File: config.mk
export PLATFORM = sky130hd
export DESIGN_NAME = mlptw_index_unit
export DESIGN_NICKNAME = d
export VERILOG_FILES = /design/src/multilevel_page_table_walk_top_assert.svh /design/src/mlptw_pkg.sv /design/src/mlptw_index_unit.sv
export SDC_FILE = /design/constraint.sdc
export NUM_CORES = 1
export LEC_CHECK = 0
export ABC_AREA = 1
export BUFFER_PORTS_ARGS = -buffer_cell sky130_fd_sc_hd__clkbuf_2
export CORE_UTILIZATION = 25
export DETAILED_ROUTE_END_ITERATION = 10
export PLACE_DENSITY = 0.55
export RECOVER_POWER = 50
export SLEW_MARGIN = 5
export SYNTH_ARGS = -nofsm -noshare
export SYNTH_HDL_FRONTEND = slang
export SYNTH_SLANG_ARGS = --single-unit
File: constraint.sdc
create_clock -name vclk -period 3
set_input_delay 0.15 -clock vclk [all_inputs]
set_output_delay 0.15 -clock vclk [all_outputs]
set_load 0.005 [all_outputs]
File: src/multilevel_page_table_walk_top_assert.svh
// Assertion helpers for the page table walker.
`ifndef MULTILEVEL_PAGE_TABLE_WALK_TOP_ASSERT_SVH
`define MULTILEVEL_PAGE_TABLE_WALK_TOP_ASSERT_SVH

// Check that post holds in the same cycle as pre.
`define MLPTW_CHECK_NOW(label, clk, rst, pre, post, msg) \
   label: assert property (@(posedge clk) disable iff (rst) (pre) |-> (post)) \
      else $error(msg);

// Check that post holds in the cycle after pre.
`define MLPTW_CHECK_NEXT(label, clk, rst, pre, post, msg) \
   label: assert property (@(posedge clk) disable iff (rst) (pre) |=> (post)) \
      else $error(msg);

`endif

File: src/mlptw_pkg.sv
package mlptw_pkg;

   // request kinds carried in req_tuser
   localparam logic OP_WRITE     = 1'b0;
   localparam logic OP_TRANSLATE = 1'b1;

   // configuration register indexes
   localparam logic [1:0] CSR_LEVEL_SHIFT = 2'd0;
   localparam logic [1:0] CSR_LEVEL_WIDTH = 2'd1;
   localparam logic [1:0] CSR_ROOT_BASE   = 2'd2;

   localparam logic [29:0] LEVEL_SHIFT_RESET = 30'd662262534;
   localparam logic [29:0] LEVEL_WIDTH_RESET = 30'd153391680;
   localparam logic [11:0] ROOT_BASE_RESET   = 12'd0;

   // entry bits
   localparam int unsigned LEAF_BIT  = 0;
   localparam int unsigned VALID_BIT = 7;
   localparam logic [63:0] PAGE_MASK = 64'hFFFF_FFFF_FFFF_F000;

   typedef struct packed {
      logic [5:0] shift;
      logic [5:0] width;
   } lvl_desc_type;

   // six-bit slot of a packed level word, level 0 in the top bits
   function automatic logic [5:0] slot_of(input logic [29:0] word, input logic [1:0] lvl);
      logic [5:0] slot;
      unique case (lvl)
         2'd0: slot = word[29:24];
         2'd1: slot = word[23:18];
         2'd2: slot = word[17:12];
         2'd3: slot = word[11:6];
         default: slot = 6'd0;
      endcase
      return slot;
   endfunction

endpackage

File: src/mlptw_index_unit.sv
module mlptw_index_unit
   import mlptw_pkg::*;
#(
   parameter int AW = 12
)
(
   input  logic [63:0]   vaddr,
   input  lvl_desc_type  desc,
   input  logic [AW-1:0] table_start,
   output logic [AW-1:0] entry_addr
);

   logic [63:0]   shifted;
   logic [AW-1:0] idx;

   always_comb begin
      shifted = vaddr >> desc.shift;
      // only the index bits below the level width and the memory depth survive the wrap
      for (int i = 0; i < AW; i++) begin
         idx[i] = shifted[i] & (i < int'(desc.width));
      end
      entry_addr = table_start + idx;
   end

endmodule

==> flow_summary.json <==
{
  "grt_pass1_vias": 4785,
  "layout-drive-gt1-share": 0.2894,
  "maxSlewViolCount": 0,
  "crit_chain": "buf_12 -> clkinv_8 -> clkbuf_16 -> nand2_1 -> nand2_1 -> o21ai_1 -> mux2i_1 -> a211oi_2 -> nand2_1 -> nand2_1 -> nor2_1 -> ha_1 -> fa_1 -> nand3_1 -> o2111ai_1 -> xor2_1 -> clkbuf_2",
  "yosysMostFrequentCell": "nand2_1",
  "worstPathArrival_ns": 2.71,
  "status": "finished clean",
  "tns_ns": 0,
  "setup_viol": 0,
  "synth_area_leaders": "nand2_1, nand3_1, o21ai_1, a21oi_1, o21ai_0",
  "cp-start-kind": "input pin",
  "slew_headroom": 0.7987,
  "areaGrowthSynthToFinish_pct": 42.28,
  "ys_seq_area_frac": 0,
  "seq_power_share": 0,
  "ctsHoldBuffers": 0,
  "grt_use_total": 0.1855,
  "syn_area_um2": 3527,
  "hold_violations": 0,
  "grt_max_degree": 44,
  "drt_iter0_markers": 566,
  "worstPathRequired_ns": 2.85,
  "dr.pass1.iters": 6,
  "grt_pass1_wl_um": 22200,
  "ff_latch_area_um2": 0,
  "cp_max_fo": 7,
  "rsz0062_at_grt": "true",
  "nets": 945,
  "netSwitchingPower_mw": 0.5891,
  "max_freq_mhz": 349.1,
  "core_region_area_um2": 13830,
  "worst-path-buf-inv": 4,
  "fp.dieH_um": 120.8,
  "syn_avg_cell_area_um2": 4.926,
  "leakagePower_nw": 2.525,
  "worstHoldPathCells": 3,
  "io_pins": 100,
  "ir_drop_mv": 0.05254,
  "min_path_type": "input pin to output pin",
  "hold_start": "table_start[0]",
  "drc": 0,
  "switching_share": 0.5474,
  "cp_common_cell": "nand2_1",
  "crit_family": "adder cells",
  "yosys.area.top_type_share": 0.2778,
  "die_area_um2": 14590,
  "hold_slack_ns": 0.5934,
  "syn_nets": 816,
  "fin_crit_ns": 2.865,
  "slowest_delay_ns": 0.45,
  "start_util": 0.2551,
  "ys_warn_count": 0,
  "comb_power_share": 1.000,
  "n_clock_buffer": 0,
  "place_congestion": 0.9383,
  "crit_type": "input pin to output pin",
  "ys_types": 43,
  "via_count": 5294,
  "worst_pin_slew_ns": 0.3000,
  "seq_cells": 0,
  "place_hpwl_um": 11140,
  "antenna_found_initial": 0,
  "drtAntennaViolNets": 0,
  "row_count": 43,
  "numPortBuffers": 100,
  "die_width_um": 120.8,
  "powerDensity_nw_per_um2": 214.4,
  "grt-ovfl-total": 0,
  "end_kind": "output pin",
  "slowest_stage": "fa_1",
  "routedWlPerCell_um": 14.26,
  "internal_power_mw": 0.4870,
  "via_per_inst": 5.175,
  "clkPwrFrac": 0,
  "yosys-top-cells-count": "nand2_1, nand3_1, o21ai_1, nor2_1, a21oi_1",
  "num_antenna_cells": 0,
  "wl_um": 14590,
  "worst_hold_path.endpoint": "entry_addr[0]",
  "synth_area_leader_cell": "nand2_1",
  "maxCapViolCount": 0,
  "fin_crit_sh": 0.9549,
  "syn_inst": 716
}
## cell type report
| cell class | count | area (um2) |
|---|---|---|
| repair buffers | 175 | 1330 |
| multi-input cells | 640 | 3339 |
| fillers | 1531 | 8808 |
| repair inverters | 1 | 5.005 |
| inverters | 27 | 118.9 |
| well taps | 180 | 225.2 |
## logic make-up after synthesis
kind of cell / share of synthesized area
AND/OR/NAND/NOR: 0.5743
AO/OA/AOI/OAI: 0.2302
XOR/XNOR: 0.02235
adder cells (fa/ha/maj): 0.04470
buffers and inverters: 0.1142
multiplexers: 0.01419
## placed cells by master, fill, tap and decap left out, drive strengths merged, types with 2 or more instances in the layout
master	synthesis	routed
a21oi	36	36
nand2	270	270
nand3b	3	3
a31oi	10	10
or2	5	5
nor2	38	38
clkbuf	12	99
o22ai	2	2
xor2	6	6
o211ai	11	11
mux2i	5	5
xnor2	3	3
nand4	3	3
o21ai	73	73
and2	4	4
o21a	3	3
ha	11	11
o2111ai	3	3
clkinv	1	3
nand3	146	146
inv	26	25
o31ai	2	2
buf	37	76
a211oi	2	2
## per-layer routing
metal  vias up  share of wire  routed length (um)  global-route usage
met1      2358           0.43                6289              0.2279
met2       203           0.49                7160              0.3445
met3        38          0.050                 730             0.01274
li1       2695              -                   -                   -
met4         0          0.028                 409             0.05015
met5         -              0                   0                   0
## power by group through the flow
stage | sequential, mW | clock (mW) | combinational [mW]
final | 0 | 0 | 1.08
after global routing | 0 | 0 | 1.20
after CTS | 0 | 0 | 0.941
after detailed placement | 0 | 0 | 0.933
after global placement | 0 | 0 | 0.935
after floorplan | 0 | 0 | 0.569
## what timing repair did
item                       in CTS  in global routing
pin swaps                       0                 35
gates cloned                    0                  7
setup buffers                   0                  7
setup endpoints to repair       2                  8
resized for setup               2                 92
## through the flow
step	util	total power [mW]	cells	instance area, um2	worst slack, ns
global route	0.3630	1.195	1023	5019	-0.05220
floorplan	-	0.5687	716	3527	0.3407
detailed placement	0.3268	0.9332	1009	4519	0.006598
finish	0.3630	1.076	1023	5019	0.1352
global placement	0.3268	0.9350	1009	4519	-0.01631
CTS	0.3274	0.9407	1009	4527	0.005052
## worst max path at each step
stage | startpoint | endpoint | slack [ns] | depth (start not counted)
floorplan | desc[6] | entry_addr[8] | 0.34 | 19
global placement | desc[6] | entry_addr[11] | -0.02 | 22
detailed placement | desc[6] | entry_addr[8] | 0.007 | 21
CTS | desc[6] | entry_addr[11] | 0.005 | 22
global route | desc[9] | entry_addr[6] | -0.05 | 17
finish | desc[6] | entry_addr[10] | 0.14 | 17
(Power assumes the default switching activity.)
